$ cat src/sv/gnsa_pkg.sv
// Package for the Gaussian noise sample adder: widths, register indexes,
// generator and fixed-point constants, and the per-stage tables of the Horner sine/cosine loop.
// No dependencies.
`default_nettype none

package gnsa_pkg;

	localparam int unsigned SMP_W   = 16;
	localparam int unsigned SCALE_W = 24;
	localparam int unsigned CFG_W   = 32;
	localparam int unsigned IDX_W   = 2;
	localparam int unsigned GAUSS_W = 21;
	localparam int unsigned MUL_W   = 32;

	localparam logic [IDX_W-1:0] REG_NOISE_SCALE = 2'd0;
	localparam logic [IDX_W-1:0] REG_SEED        = 2'd1;

	localparam logic [31:0] SEED_GOLDEN = 32'h9E37_79B9;
	localparam logic [31:0] SEED_MIX1   = 32'h85EB_CA6B;
	localparam logic [31:0] SEED_MIX2   = 32'hC2B2_AE35;

	localparam logic [16:0] TWO_LN2_Q16 = 17'd90852;
	localparam logic [31:0] HALF_PI_Q30 = 32'd1686629713;
	localparam logic [30:0] ONE_Q30     = 31'h4000_0000;
	localparam logic [20:0] LOG_TOP_Q16 = 21'd1572864;

	// Horner stages: cosine first (eight), then sine (seven)
	localparam int unsigned NSTAGE     = 15;
	localparam logic [3:0]  COS_LAST   = 4'd7;
	localparam logic [3:0]  STAGE_LAST = 4'd14;

	localparam logic [7:0] DIV_TAB [NSTAGE] = '{
		8'd240, 8'd182, 8'd132, 8'd90, 8'd56, 8'd30, 8'd12, 8'd2,
		8'd210, 8'd156, 8'd110, 8'd72, 8'd42, 8'd20, 8'd6
	};

	localparam logic [5:0] SH_TAB [NSTAGE] = '{
		6'd38, 6'd38, 6'd38, 6'd37, 6'd36, 6'd35, 6'd34, 6'd32,
		6'd38, 6'd38, 6'd37, 6'd37, 6'd36, 6'd35, 6'd33
	};

	// Reciprocals floor(2^shift / divisor); one correction step restores the exact quotient
	localparam logic [31:0] RCP_TAB [NSTAGE] = '{
		32'((64'd1 << 38) / 240), 32'((64'd1 << 38) / 182), 32'((64'd1 << 38) / 132),
		32'((64'd1 << 37) / 90),  32'((64'd1 << 36) / 56),  32'((64'd1 << 35) / 30),
		32'((64'd1 << 34) / 12),  32'((64'd1 << 32) / 2),
		32'((64'd1 << 38) / 210), 32'((64'd1 << 38) / 156), 32'((64'd1 << 37) / 110),
		32'((64'd1 << 37) / 72),  32'((64'd1 << 36) / 42),  32'((64'd1 << 35) / 20),
		32'((64'd1 << 33) / 6)
	};

endpackage

`default_nettype wire

$ cat src/sv/gnsa_mul.sv
// Shared 32x32 unsigned multiplier with a registered product, used for every
// product in the noise adder. Depends on gnsa_pkg.
`default_nettype none

module gnsa_mul import gnsa_pkg::*; (
	input  wire logic               clk,
	input  wire logic [MUL_W-1:0]   a,
	input  wire logic [MUL_W-1:0]   b,
	output logic      [2*MUL_W-1:0] p
);

	logic [2*MUL_W-1:0] p_q;

	always_ff @(posedge clk) begin
		p_q <= {{MUL_W{1'b0}}, a} * {{MUL_W{1'b0}}, b};
	end

	assign p = p_q;

endmodule

`default_nettype wire

$ cat config.mk
export PLATFORM = sky130hd
export DESIGN_NAME = gnsa_mul
export DESIGN_NICKNAME = d
export VERILOG_FILES = /design/src/sv/gnsa_pkg.sv /design/src/sv/gnsa_mul.sv
export SDC_FILE = /design/constraint.sdc
export NUM_CORES = 2
export LEC_CHECK = 0
export BUFFER_PORTS_ARGS = -buffer_cell sky130_fd_sc_hd__buf_2
export CAP_MARGIN = 20
export CORE_MARGIN = 1
export CORE_UTILIZATION = 55
export CTS_CLUSTER_DIAMETER = 120
export DETAILED_ROUTE_END_ITERATION = 12
export HOLD_SLACK_MARGIN = 0.1
export PLACE_DENSITY = 0.74
export SLEW_MARGIN = 40
export SYNTH_ARGS = -nofsm -noshare
export SYNTH_HDL_FRONTEND = slang
export SYNTH_SLANG_ARGS = --single-unit
$ cat constraint.sdc
create_clock -name clk -period 15.35 [get_ports clk]
set_clock_uncertainty 0.2 [all_clocks]
set_input_delay 1.535 -clock clk [delete_from_list [all_inputs] [get_ports clk]]
set_output_delay 1.535 -clock clk [all_outputs]
set_load 0.05 [all_outputs]
==> out/results.txt <==
1st-iter DRT viols = 1686
Total of warnings raised by yosys = 0
Avg WL per Cell = 19.6 um
Fill cells = 5402
Pins Over Slew Limit = 0
Clock transition at the registers of the reported paths = 0.06 ns
CP Launch Type = input port
Required time of the critical path = 15.42 ns
CTS resizes = 0
GRT Total Usage = 0.294
TritonCTS Buffers = 9
Port-buffer cells = 128
Max cap viols = 0
Max reg flops = 64
Synth Area in Compound Gates = 0.0415
Final setup fails = 0
Number of flops mapped to enable cells by yosys = 0
Remaining antenna violation count = 0
Die Y = 253 um
Hold Crit Class = in -> reg
Adder-cell area share of the yosys netlist = 0.612
Netlist cell types = 57
Wire length on met3 = 5720 um
Initial antenna violation count = 2
Final nets = 4894
First-pass GRT wire length = 144000 um
Number of cells produced by synthesis = 3748
Full die area = 64100 um2
Met2 wire len = 45100 um
Multi-input logic area = 29300 um2
DR vias/cell = 5.49
Top routing layer in use = met4
Final Hold Vio Count = 0
H-tree depth = 3
Critical path type = in -> reg
M1 wire length = 32300 um
Area growth syn-to-layout = 3.36%
Post-Synth XOR/XNOR Area = 0.0152
Final WL = 88500 um
Worst Tran Pin Value = 0.824 ns
Commonest non-fill, non-tap cell in the layout = fa_1
WP data arrival = 9.50 ns
Clock sink count = 64
Sequential Area = 1280 um2
Post-DP HPWL = 70300 um
Syn Area/Cell = 9.25 um2
Post-cts hold buffer count = 0
Final worst-path setup slack = 5.92 ns
Seq/Total Area, Yosys = 0.0369
Synthesized area = 34700 um2
Setup TNS = 0 ns
Boundary Pins = 129
Post-route cell area = 35800 um2
Max Clock Freq = 106 MHz
Via count = 24803
Clock root buffer = clkbuf_16
Placed cell area = 35600 um2
RSZ-0062 raised after global routing = no
Largest net degree at the start of global routing = 33
Max_slew headroom = 0.451
Routability cong. = 0.934
Hold Crit Start = a[0]
Leading cell types in the layout, fill and taps excluded = 896 x fa_1, 865 x inv_1, 602 x and2_1
Min Tclk post-route = 9.43 ns
Status = complete, no violations
Fin crit share = 0.614
Critical Path End Type = flop
Core Rows = 91
CTS tree = yes
Worst Hold Slack = 1.62 ns
Core area = 62100 um2
DR pass1 iterations = 6
Vias in the first global route = 27331
Worst-path maximum fanout = 32
Simple-gate share of the synthesized area = 0.176
Largest family of logic cells by synthesized area = adder cells
Die width = 253 um
Syn nets = 4972
Multiplexer share of the synthesized area = 0.000289
CP Launch Point = a[19]
Dpl ws = 5.77 ns
Post-CTS Setup Inserts = 0
Post-route DRC violation count = 0
Share of cells above drive strength 1 = 0.0446
Maximum clock path buffer count = 2
Seq cells post-synth = 64
Post-synth ARST share = 0
Initial Util = 0.559
Gr ovfl total = 0
Dominant synthesized flop cell = dfxtp_1
-- worst max-delay path, cell delays in order --
cell and delay [ns]:
buf_2 0.60, nand2_1 0.19, fa_1 0.58, inv_1 0.06
fa_1 0.51, inv_1 0.06, fa_1 0.47, inv_1 0.05
fa_1 0.48, fa_1 0.57, fa_1 0.43, fa_1 0.53
inv_1 0.06, fa_1 0.47, inv_1 0.04, ha_1 0.42
nand4_1 0.23, or4_1 0.48, or3_1 0.37, a31oi_1 0.58
a31o_2 0.30, a211oi_1 0.12, o21ai_1 0.19, xor2_1 0.15
-- cell usage after synthesis, types with 5 or more instances --
library cell  count  area, um2
xor2_1           25        219
and2_1          602       3770
xnor2_1          35        307
buf_2             6       30.0
a31oi_1          12       75.1
fa_1            896      17900
o21ai_0          21        105
ha_1            263       3290
clkbuf_1        213        800
nand4_1          23        144
o21a_1            9       67.6
nand3_1          10       50.1
nor2_1           20       75.1
nand2_1         480       1800
o21bai_1         10       75.1
dfxtp_1          64       1280
nor3_1            7       35.0
a21o_1           40        300
a21oi_1          63        315
and3_1           14       87.6
inv_1           865       3250
o21ai_1           5       25.0
-- final cells by class --
cell class	count	share of cell area
Antenna cell	2	0.000140
Clock inverter	7	0.00157
Multi-Input combinational cell	2599	0.818
Timing Repair Buffer	131	0.0185
Sequential cell	64	0.0357
Clock buffer	9	0.00628
Inverter	865	0.0906
Tap cell	837	0.0292
-- cells by family after synthesis --
kind of cell,after synthesis
adder cells (fa/ha/maj),1159
AO/OA/AOI/OAI,202
XOR/XNOR,60
flip-flops,64
multiplexers,1
AND/OR/NAND/NOR,1177
buffers and inverters,1085
-- worst paths after layout --
check | slack [ns] | to | depth (start not counted)
worst max-delay path | 5.92 | p[62] | 24
worst min-delay path | 1.62 | p[0] | 2
-- per-stage QoR --
step,utilization,cells
after floorplan,-,3748
after global placement,0.573,4496
after detailed placement,0.573,4496
after CTS,0.577,4512
after global routing,0.578,4514
final,0.578,4514
-- layer usage --
| metal | vias up | GRT usage |
|---|---|---|
| met1 | 12853 | 0.349 |
| met3 | 275 | 0.0445 |
| met5 | - | 0 |
| met4 | 0 | 0.155 |
| met2 | 991 | 0.514 |
| li1 | 10684 | - |
Power is not shown: default switching activity piles up to over one toggle a cycle in this logic, so the estimate is an artifact.
